**config.mk**
```make
export PLATFORM = sky130hd
export DESIGN_NAME = ping_pong_buffer_owner_tracker
export DESIGN_NICKNAME = d
export VERILOG_FILES = /design/src/hw/rtl/ppb_pkg.sv /design/src/hw/rtl/ppb_decide.sv /design/src/hw/rtl/ping_pong_buffer_owner_tracker.sv
export SDC_FILE = /design/constraint.sdc
export NUM_CORES = 1
export LEC_CHECK = 0
export BUFFER_PORTS_ARGS = -buffer_cell sky130_fd_sc_hd__clkbuf_2
export CAP_MARGIN = 20
export CORE_ASPECT_RATIO = 1.1
export CORE_MARGIN = 2
export CORE_UTILIZATION = 56
export CTS_CLUSTER_SIZE = 14
export DETAILED_ROUTE_END_ITERATION = 8
export GPL_TIMING_DRIVEN = 0
export PLACE_DENSITY = 0.75
export SLEW_MARGIN = 10
export SYNTH_ARGS = -nofsm -noshare
export SYNTH_HDL_FRONTEND = slang
export SYNTH_SLANG_ARGS = --single-unit
```
**constraint.sdc**
```tcl
create_clock -name clk -period 10.1 [get_ports clk]
set_clock_uncertainty 0.2 [all_clocks]
set_input_delay 1.515 -clock clk [delete_from_list [all_inputs] [get_ports clk]]
set_output_delay 1.515 -clock clk [all_outputs]
set_load 0.02 [all_outputs]
```
**src/hw/rtl/ppb_pkg.sv**
```systemverilog
// shared types and codes for the ping-pong buffer owner tracker
`timescale 1ns / 1ps

package ppb_pkg;

    typedef logic [1:0] owner_t;
    typedef logic [1:0] slot_t;
    typedef logic [2:0] cmd_t;
    typedef logic [2:0] status_t;

    // buffer owners
    localparam owner_t OWN_FREE  = 2'd0;
    localparam owner_t OWN_DMA   = 2'd1;
    localparam owner_t OWN_READY = 2'd2;

    // no dma active in that direction
    localparam slot_t SLOT_NONE = 2'd2;

    // commands
    localparam cmd_t CMD_RX_BEGIN = 3'd0;
    localparam cmd_t CMD_RX_DONE  = 3'd1;
    localparam cmd_t CMD_TX_BEGIN = 3'd2;
    localparam cmd_t CMD_TX_DONE  = 3'd3;
    localparam cmd_t CMD_PROCESS  = 3'd4;

    // result status
    localparam status_t ST_OK       = 3'd0;
    localparam status_t ST_IDLE     = 3'd1;
    localparam status_t ST_STATE    = 3'd2;
    localparam status_t ST_OVERRUN  = 3'd3;
    localparam status_t ST_UNDERRUN = 3'd4;
    localparam status_t ST_PROCESS  = 3'd5;
    localparam status_t ST_CONFIG   = 3'd6;

    // event counters
    localparam int NUM_CNT     = 6;
    localparam int CNT_W       = 32;
    localparam int CNT_RX_OVR  = 0;
    localparam int CNT_TX_UND  = 1;
    localparam int CNT_RX_DONE = 2;
    localparam int CNT_TX_DONE = 3;
    localparam int CNT_FR_OK   = 4;
    localparam int CNT_FAIL    = 5;

    // stream packing
    localparam int IN_DATA_W  = 8;
    localparam int OUT_DATA_W = 200;

    typedef struct packed {
        owner_t [1:0] rx_owner;
        owner_t [1:0] tx_owner;
        slot_t        rx_slot;
        slot_t        tx_slot;
    } buf_state_t;

    typedef struct packed {
        status_t              status;
        logic                 grant;
        logic                 prx;
        logic                 ptx;
        logic                 rx_tag_we;
        logic                 rx_tag_idx;
        logic                 tx_tag_we;
        logic                 tx_tag_idx;
        logic [NUM_CNT-1:0]   cnt_inc;
    } decide_t;

endpackage

```
**src/hw/rtl/ppb_decide.sv**
```systemverilog
// command decode and buffer ownership update for one word
`timescale 1ns / 1ps

module ppb_decide #(
    parameter int TAG_WIDTH = 32
) (
    input  logic                  en,
    input  ppb_pkg::cmd_t         command,
    input  logic [1:0]            buffer_index,
    input  logic                  process_ok,
    input  ppb_pkg::buf_state_t   cur,
    input  logic [TAG_WIDTH-1:0]  rx_tag [2],
    input  logic [TAG_WIDTH-1:0]  tx_tag [2],
    output ppb_pkg::buf_state_t   nxt,
    output ppb_pkg::decide_t      dec
);
    import ppb_pkg::*;

    // bit 1 set: nothing ready; bit 0: oldest ready index, lower index wins a tie
    function automatic logic [1:0] oldest(input owner_t o0, input owner_t o1,
                                          input logic [TAG_WIDTH-1:0] t0,
                                          input logic [TAG_WIDTH-1:0] t1);
        logic [TAG_WIDTH-1:0] diff;
        logic [1:0]           res;
        diff = t1 - t0;
        if (o0 == OWN_READY && o1 == OWN_READY)
            res = {1'b0, diff[TAG_WIDTH-1]};
        else if (o0 == OWN_READY)
            res = 2'b00;
        else if (o1 == OWN_READY)
            res = 2'b01;
        else
            res = 2'b10;
        return res;
    endfunction

    logic [1:0] rx_old;
    logic [1:0] tx_old;
    logic       idx;
    logic       tx_free_any;
    logic       tx_free_idx;
    logic       rx_done_bad;
    logic       tx_done_bad;

    assign rx_old      = oldest(cur.rx_owner[0], cur.rx_owner[1], rx_tag[0], rx_tag[1]);
    assign tx_old      = oldest(cur.tx_owner[0], cur.tx_owner[1], tx_tag[0], tx_tag[1]);
    assign idx         = buffer_index[0];
    assign tx_free_any = (cur.tx_owner[0] == OWN_FREE) || (cur.tx_owner[1] == OWN_FREE);
    assign tx_free_idx = (cur.tx_owner[0] != OWN_FREE);

    assign rx_done_bad = !en || buffer_index[1] || (cur.rx_slot != slot_t'(buffer_index))
                         || (cur.rx_owner[idx] != OWN_DMA);
    assign tx_done_bad = !en || buffer_index[1] || (cur.tx_slot != slot_t'(buffer_index))
                         || (cur.tx_owner[idx] != OWN_DMA);

    always_comb
    begin
        nxt        = cur;
        dec        = '0;
        dec.status = ST_STATE;
        unique case (command)
            CMD_RX_BEGIN:
            begin
                if (!en)
                    dec.status = ST_CONFIG;
                else if (cur.rx_slot != SLOT_NONE)
                    dec.status = ST_STATE;
                else if (cur.rx_owner[0] != OWN_FREE && cur.rx_owner[1] != OWN_FREE)
                begin
                    dec.status              = ST_OVERRUN;
                    dec.cnt_inc[CNT_RX_OVR] = 1'b1;
                end
                else
                begin
                    dec.status = ST_OK;
                    dec.grant  = (cur.rx_owner[0] != OWN_FREE);
                    nxt.rx_owner[dec.grant] = OWN_DMA;
                    nxt.rx_slot             = slot_t'(dec.grant);
                end
            end
            CMD_RX_DONE:
            begin
                if (rx_done_bad)
                begin
                    dec.status              = ST_STATE;
                    dec.cnt_inc[CNT_RX_OVR] = en;
                end
                else
                begin
                    dec.status               = ST_OK;
                    dec.rx_tag_we            = 1'b1;
                    dec.rx_tag_idx           = idx;
                    dec.cnt_inc[CNT_RX_DONE] = 1'b1;
                    nxt.rx_owner[idx]        = OWN_READY;
                    nxt.rx_slot              = SLOT_NONE;
                end
            end
            CMD_TX_BEGIN:
            begin
                if (!en)
                    dec.status = ST_CONFIG;
                else if (cur.tx_slot != SLOT_NONE)
                    dec.status = ST_STATE;
                else if (tx_old[1])
                begin
                    dec.status              = ST_UNDERRUN;
                    dec.cnt_inc[CNT_TX_UND] = 1'b1;
                end
                else
                begin
                    dec.status = ST_OK;
                    dec.grant  = tx_old[0];
                    nxt.tx_owner[tx_old[0]] = OWN_DMA;
                    nxt.tx_slot             = slot_t'(tx_old[0]);
                end
            end
            CMD_TX_DONE:
            begin
                if (tx_done_bad)
                    dec.status = ST_STATE;
                else
                begin
                    dec.status               = ST_OK;
                    dec.cnt_inc[CNT_TX_DONE] = 1'b1;
                    nxt.tx_owner[idx]        = OWN_FREE;
                    nxt.tx_slot              = SLOT_NONE;
                end
            end
            CMD_PROCESS:
            begin
                if (!en)
                    dec.status = ST_CONFIG;
                else if (rx_old[1] || !tx_free_any)
                    dec.status = ST_IDLE;
                else
                begin
                    dec.prx = rx_old[0];
                    dec.ptx = tx_free_idx;
                    nxt.rx_owner[rx_old[0]] = OWN_FREE;
                    if (process_ok)
                    begin
                        dec.status             = ST_OK;
                        dec.tx_tag_we          = 1'b1;
                        dec.tx_tag_idx         = tx_free_idx;
                        dec.cnt_inc[CNT_FR_OK] = 1'b1;
                        nxt.tx_owner[tx_free_idx] = OWN_READY;
                    end
                    else
                    begin
                        dec.status            = ST_PROCESS;
                        dec.cnt_inc[CNT_FAIL] = 1'b1;
                        nxt.tx_owner[tx_free_idx] = OWN_FREE;
                    end
                end
            end
            default:
                dec.status = ST_STATE;
        endcase
    end

endmodule

```
**src/hw/rtl/ping_pong_buffer_owner_tracker.sv**
```systemverilog
// top level of the ping-pong buffer owner tracker
`timescale 1ns / 1ps
// each word passes from the input register to the result register that drives the output stream
// throughput: one word per cycle unless the output stalls; an input register feeds the decode
// and update logic, and the result register in front of the output stream holds one finished word
// while a result waits the input register takes one more word, then input stalls
// reset: asynchronous active low; all buffers free, no dma active, tags zero,
// next tags one, counters zero, enabled cleared, both stream sides empty

module ping_pong_buffer_owner_tracker #(
    parameter int TAG_WIDTH = 32
) (
    input  logic                              clk,
    input  logic                              rst_n,
    // configuration: enabled flag
    input  logic                              cfg_we,
    input  logic                              cfg_wdata,
    // command stream
    input  logic                              s_axis_tvalid,
    output logic                              s_axis_tready,
    input  logic [ppb_pkg::IN_DATA_W-1:0]     s_axis_tdata,   // buffer_index[1:0], process_ok, pad
    input  ppb_pkg::cmd_t                     s_axis_tuser,   // command[2:0]
    // result stream
    output logic                              m_axis_tvalid,
    input  logic                              m_axis_tready,
    // granted_index, process_rx_index, process_tx_index, rx_overrun_count,
    // tx_underrun_count, rx_done_count, tx_done_count, frames_ok_count,
    // process_fail_count, pad
    output logic [ppb_pkg::OUT_DATA_W-1:0]    m_axis_tdata,
    output ppb_pkg::status_t                  m_axis_tuser    // status[2:0]
);
    import ppb_pkg::*;

    localparam int RES_W = 3 + NUM_CNT * CNT_W;

    // configuration
    logic enabled_reg;

    // input register
    logic       in_valid_reg;
    cmd_t       in_cmd_reg;
    logic [1:0] in_idx_reg;
    logic       in_ok_reg;

    // buffer ownership state
    buf_state_t           buf_reg;
    buf_state_t           buf_next;
    logic [TAG_WIDTH-1:0] rx_tag_reg [2];
    logic [TAG_WIDTH-1:0] tx_tag_reg [2];
    logic [TAG_WIDTH-1:0] rx_next_tag_reg;
    logic [TAG_WIDTH-1:0] tx_next_tag_reg;

    // event counters and their values after the current word
    logic [CNT_W-1:0] cnt_reg  [NUM_CNT];
    logic [CNT_W-1:0] cnt_next [NUM_CNT];

    // result register
    logic             out_valid_reg;
    status_t          out_status_reg;
    logic [RES_W-1:0] out_res_reg;
    logic [RES_W-1:0] res_next;

    decide_t dec;
    logic    advance;

    // the input word moves on when the result register is empty or being drained
    assign advance       = in_valid_reg && (!out_valid_reg || m_axis_tready);
    assign s_axis_tready = !in_valid_reg || advance;

    ppb_decide #(
        .TAG_WIDTH (TAG_WIDTH)
    ) u_decide (
        .en           (enabled_reg),
        .command      (in_cmd_reg),
        .buffer_index (in_idx_reg),
        .process_ok   (in_ok_reg),
        .cur          (buf_reg),
        .rx_tag       (rx_tag_reg),
        .tx_tag       (tx_tag_reg),
        .nxt          (buf_next),
        .dec          (dec)
    );

    // one counter at most steps per word
    always_comb
    begin
        for (int i = 0; i < NUM_CNT; i++)
            cnt_next[i] = cnt_reg[i] + CNT_W'(dec.cnt_inc[i]);
    end

    // result word: indices low, then counters in order
    always_comb
    begin
        res_next      = '0;
        res_next[0]   = dec.grant;
        res_next[1]   = dec.prx;
        res_next[2]   = dec.ptx;
        for (int i = 0; i < NUM_CNT; i++)
            res_next[3 + i*CNT_W +: CNT_W] = cnt_next[i];
    end

    always_ff @(posedge clk or negedge rst_n)
    begin
        if (!rst_n)
            enabled_reg <= 1'b0;
        else if (cfg_we)
            enabled_reg <= cfg_wdata;
    end

    // input register
    always_ff @(posedge clk or negedge rst_n)
    begin
        if (!rst_n)
            in_valid_reg <= 1'b0;
        else if (s_axis_tready)
            in_valid_reg <= s_axis_tvalid;
    end

    always_ff @(posedge clk)
    begin
        if (s_axis_tvalid && s_axis_tready)
        begin
            in_cmd_reg <= s_axis_tuser;
            in_idx_reg <= s_axis_tdata[1:0];
            in_ok_reg  <= s_axis_tdata[2];
        end
    end

    // ownership, tags and counters commit when the word moves to the result register
    always_ff @(posedge clk or negedge rst_n)
    begin
        if (!rst_n)
        begin
            buf_reg.rx_owner <= {OWN_FREE, OWN_FREE};
            buf_reg.tx_owner <= {OWN_FREE, OWN_FREE};
            buf_reg.rx_slot  <= SLOT_NONE;
            buf_reg.tx_slot  <= SLOT_NONE;
            rx_tag_reg[0]    <= '0;
            rx_tag_reg[1]    <= '0;
            tx_tag_reg[0]    <= '0;
            tx_tag_reg[1]    <= '0;
            rx_next_tag_reg  <= TAG_WIDTH'(1);
            tx_next_tag_reg  <= TAG_WIDTH'(1);
            for (int i = 0; i < NUM_CNT; i++)
                cnt_reg[i] <= '0;
        end
        else if (advance)
        begin
            buf_reg <= buf_next;
            if (dec.rx_tag_we)
            begin
                rx_tag_reg[dec.rx_tag_idx] <= rx_next_tag_reg;
                rx_next_tag_reg            <= rx_next_tag_reg + TAG_WIDTH'(1);
            end
            if (dec.tx_tag_we)
            begin
                tx_tag_reg[dec.tx_tag_idx] <= tx_next_tag_reg;
                tx_next_tag_reg            <= tx_next_tag_reg + TAG_WIDTH'(1);
            end
            for (int i = 0; i < NUM_CNT; i++)
                cnt_reg[i] <= cnt_next[i];
        end
    end

    // result register
    always_ff @(posedge clk or negedge rst_n)
    begin
        if (!rst_n)
            out_valid_reg <= 1'b0;
        else if (advance)
            out_valid_reg <= 1'b1;
        else if (m_axis_tready)
            out_valid_reg <= 1'b0;
    end

    always_ff @(posedge clk)
    begin
        if (advance)
        begin
            out_status_reg <= dec.status;
            out_res_reg    <= res_next;
        end
    end

    assign m_axis_tvalid = out_valid_reg;
    assign m_axis_tuser  = out_status_reg;
    assign m_axis_tdata  = OUT_DATA_W'(out_res_reg);

endmodule

```
Word level (Yosys, flattened, before mapping)
Cells that the tools add are included.
{"block": "word_totals", "ff_bits": 603, "output_inout_bits": 205, "elab_cells": 231}
{"block": "op_classes", "add_sub_neg": 10, "magnitude_cmp": 14, "eq_ne": 24, "muxes": 91, "n_bitwise": 22, "reduce_logical": 43}
{"cell": "adder 32 x 1 -> 32 bit", "n": 6}
{"cell": "bitwise mux 64 bit", "n": 2}
{"cell": "adder 32 x 1 -> 32 bit, second input constant", "n": 2}
{"cell": "demux 32 bit (select 1 bit)", "n": 2}
{"cell": "two-way mux 32 bit", "n": 2}
{"cell": "subtractor 32 bit", "n": 2}
{"cell": "two-way mux 2 bit", "n": 29}
{"cell": "two-way mux 4 bit", "n": 12}
{"cell": "two-way mux 3 bit", "n": 8}
{"cell": "inequality test 2 bit, second input constant", "n": 12}
{"cell": "case mux 4 bit (3 select lines)", "n": 2}
{"cell": "two-way mux 1 bit", "n": 22}
{"cell": "two-way mux 8 bit", "n": 2}
{"cell": "AND reduction 8 bit", "n": 2}
{"cell": "case mux 3 bit (5 select lines)", "n": 1}
{"cell": "bitwise AND 4 bit", "n": 3}
{"cell": "logical AND 1 bit", "n": 12}
{"cell": "inverter 4 bit", "n": 3}
{"cell": "AND reduction 6 bit", "n": 2}
{"cell": "nonzero test 2 bit", "n": 6}
{"cell": "demux 2 bit (select 1 bit)", "n": 5}
{"cell": "< comparator 1 x 2 -> 1 bit, second input constant", "n": 5}
{"cell": "logical OR 1 bit", "n": 9}
{"cell": "bitwise AND 2 bit", "n": 4}
{"cell": "21 further kinds", "n": 49}

Depth between registers and ports, before layout
{"block": "depth", "depth_word": 14, "depth_mapped": 17, "ltp_nobuf": 17}

Modules after synthesis
A second synthesis with hierarchy kept.
{"block": "hier_totals", "hier_cells": 2398, "hier_area_um2": 28081.9}
{"module": "ping_pong_buffer_owner_tracker", "n_inst": 1, "cells_per_inst": 2053, "area_each_um2": 25829.8, "seq_area_each_um2": 16115.5}
{"module": "ppb_decide", "n_inst": 1, "cells_per_inst": 345, "area_each_um2": 2252.2, "seq_area_each_um2": 0.0}

Worst setup path before layout
OpenSTA, ideal clock, no wires.
{"block": "synth_path", "kind": "input-to-reg", "from": "in m_axis_tready", "to": "reg out_status_reg[0], in the netlist m_axis_tuser[0] (enable)", "setup_ns": 0.639, "arrival_time_ns": 7.827, "required_ns": 9.261, "slack_ns": 1.434, "cell_stages": 5, "cell_sequence": "nand2b_1 -> nand2_1 -> inv_1 -> clkbuf_1 -> buf_1"}
{"block": "synth_between", "elab_chain_cells": 2}
{"element": "start, declared", "line_no": "ping_pong_buffer_owner_tracker.sv:25", "rtl": "input logic m_axis_tready,"}
{"element": "logical OR 1 bit", "line_no": "ping_pong_buffer_owner_tracker.sv:67", "rtl": "assign advance = in_valid_reg && (!out_valid_reg || m_axis_tready);"}
{"element": "logical AND 1 bit", "line_no": "ping_pong_buffer_owner_tracker.sv:67"}
{"element": "net advance", "line_no": "ping_pong_buffer_owner_tracker.sv:64", "rtl": "logic advance;"}
{"element": "end signal, assigned", "line_no": "ping_pong_buffer_owner_tracker.sv:180", "rtl": "out_status_reg <= dec.status;"}
{"element": "end, declared", "line_no": "ping_pong_buffer_owner_tracker.sv:59", "rtl": "status_t out_status_reg;"}
The timed path passes the listed nets, and every way through them passes these cells.
A chain may end at the register's enable or synchronous reset.

Worst setup path after layout
{"block": "layout_path", "from": "in m_axis_tready", "to": "reg out_res_reg[14] (enable)"}
{"block": "layout_between", "elab_chain_cells": 2}
{"element": "logical OR 1 bit", "line_no": "ping_pong_buffer_owner_tracker.sv:67"}
{"element": "logical AND 1 bit", "line_no": "ping_pong_buffer_owner_tracker.sv:67"}
{"element": "net advance", "line_no": "ping_pong_buffer_owner_tracker.sv:64"}
{"element": "end signal, assigned", "line_no": "ping_pong_buffer_owner_tracker.sv:181", "rtl": "out_res_reg <= res_next;"}
{"element": "end, declared", "line_no": "ping_pong_buffer_owner_tracker.sv:60", "rtl": "logic [RES_W-1:0] out_res_reg;"}
The timed path passes the listed nets, and every way through them passes these cells.

==> impl_metrics.ini <==
[status]
status = finished clean

[placement]
dp_hpwl_um = 39000
placedInstanceArea_um2 = 29200
dp_slack_ps = 4290
placed_cells = 3155
port_buffers = 211
place.gp.congestion = 0.876

[route]
vias = 17513
post-route-drc-count = 0
detail_route.vias_per_cell = 5.36
wire_per_inst_um = 17.1
dr.pass1.iters = 5
initialDrtViolationCount = 1200
drt.antenna.violating_nets = 0
drt-total-wl_um = 55800

[run]
cap_viol_max_count = 0

[cts]
clkLatencyLatePin_ps = 630
post_cts_buffers = 0
ctsHoldBuffers = 0
numCtsBuffers = 60
clock_sinks = 603
htreeDepth = 2
clockBufferDepth = 3
cts_resized = 0
cts_root_buf = clkbuf_16
path_clk_slew_ps = 60
tritoncts = yes

[grt]
antenna_found_initial = 0
grt_pass1_wl_um = 90500
grt_start_max_net_pins = 105
grt_use_total = 0.226
gr-total-overflow = 0
grt_pass1_vias = 17484

[synthesis]
synth.cell_area_um2 = 27100
postSynthAreaPerCell_um2 = 11.9
synth.distinct_cells = 67
synth_seq_area_share = 0.594
synth_commonest_cells = 395 x dfrtp_1, 272 x nand2_1, 242 x xnor2_1
synthesis.instances = 2286
synth_top_area_frac = 0.365
synth_edf_count = 204
synth_top_area_cell = dfrtp_1
synthTopCellsByArea = dfrtp_1 36%, edfxtp_1 23%, xnor2_1 7.8%, xor2_1 5.9%, mux2_2 4.2%
synth_warnings = 0
ys_ff_latch = 603
ys_async_sr_fraction = 0.662
synth_most_common_cell = dfrtp_1
ys.flop_type = dfrtp_1

[cells_and_area]
layout.nets = 2663
final.fill_count = 3571
instances_no_fill = 3266
num_antenna_cells = 0
drive_above_1_share = 0.169
final_cell_area_um2 = 31100
area.growth.synth_to_final_pct = 14.6
largest_reg_flops = 195

[worst_setup_path]
critPathLaunchType = input port
cp_max_fo = 45
crit_type = input port to register
r2r_setup_slack_ps = 5260
worstRegToRegCells = 13
critPathCaptureType = register
critPathRequiredTime_ps = 10210
worstPathArrival_ps = 5240

[die]
core_area_um2 = 47800
start_util = 0.567
die_x_um = 214
die-area_um2 = 50200
die_h_um = 235
num_rows = 84
pin_count = 222

[sta]
fin_crit_ps = 5130
rsz0062_at_grt = false
fmax_mhz = 195
finalMaxSlewViolations = 0
setup_viol = 0
finalHoldViolCount = 0
max_slew.worst_pin.slew_ps = 1190
period_share = 0.508
setup_slack_ps = 4970
relSlewSlack = 0.207

[hold_path]
min_path_cells = 2
hp-class = register to register

[pwr]
pwr-share-seq = 0.522
swShare = 0.236
p_leak_nw = 14.8
p_per_area_nw_per_um2 = 163
p_sw_mw = 1.20
internal_power_mw = 3.88
p_clk_frac = 0.416
power_mw = 5.08
comb_power_share = 0.062
ir_worst_vdd_mv = 0.131
[power by group through the flow]
stage	clock, mW	sequential [mW]	combinational, mW
global route	2.25	2.66	0.344
detailed placement	0	2.70	0.317
finish	2.11	2.65	0.314
floorplan	0	2.76	0.105
CTS	2.16	2.65	0.318
global placement	0	2.72	0.297
[critical path, stage by stage]
cell	delay, ps
clkbuf_2	90
nand2b_1	130
nand2_1	450
inv_1	610
clkbuf_1	850
buf_2	700
buf_12	300
buf_12	260
buf_12	260
[through the flow]
stage	util	setup TNS, ps	hold WS (ps)
5_1_grt	0.650	0	306
2_1_floorplan	-	0	252
3_5_place_dp	0.611	0	269
4_1_cts	0.650	0	285
6_report	0.650	0	281
3_3_place_gp	0.606	-1056710	269
[metal layers]
layer,GRT usage,part of all wire
met2,0.375,0.49
met3,0.0353,0.051
met4,0.0642,0.024
met1,0.311,0.44
met5,0,0
[kinds of logic (layout without fill, tap and decap cells)]
kind of cell / count (synthesis) / count (layout) / synth area share
mux: 102 / 102 / 0.0424
flops: 603 / 603 / 0.594
xor+xnor: 426 / 426 / 0.138
simple gates: 786 / 786 / 0.138
compound gates: 135 / 135 / 0.0301
other cells: 1 / 5 / 0.000138
buf+inv: 159 / 490 / 0.0235
fa+ha+maj: 74 / 74 / 0.0341
[final timing paths]
check,start,endpoint
setup / recovery,m_axis_tready,out_res_reg[14]
hold / removal,cnt_reg[128],cnt_reg[128]
setup reg to reg,in_idx_reg[0],out_res_reg[118]
hold reg to reg,cnt_reg[128],cnt_reg[128]
max in group asynchronous,rst_n,tx_next_tag_reg[0]
min in group asynchronous,rst_n,cnt_reg[12]
[layout by cell type, fill, tap and decap left out, drive strengths merged, types with 5 or more instances in the layout]
cell,count
nor2,170
nand2b,11
edfxtp,204
nand2,273
a31oi,5
dfrtp,395
xor2,184
and4,14
nand4,61
nor4,7
a21o,6
conb,5
mux2,102
and2,17
a21oi,34
or2,5
buf,32
nor2b,10
o21ai,56
xnor2,242
nand3,105
clkinv,29
or3,5
clkbuf,344
ha,74
and3,54
inv,83
nor3,44
[cell type report]
type | count | area [um^2] | share of cell area
sequential | 603 | 16100 | 0.519
multi-input combinational | 1528 | 10400 | 0.334
clock buffer | 78 | 1640 | 0.0528
timing repair buffer | 220 | 1270 | 0.0410
tap | 645 | 807 | 0.0260
buffer | 78 | 334 | 0.0107
inverter | 81 | 304 | 0.00978
clock inverter | 33 | 224 | 0.00721
Power figures use the tool's default switching activity.
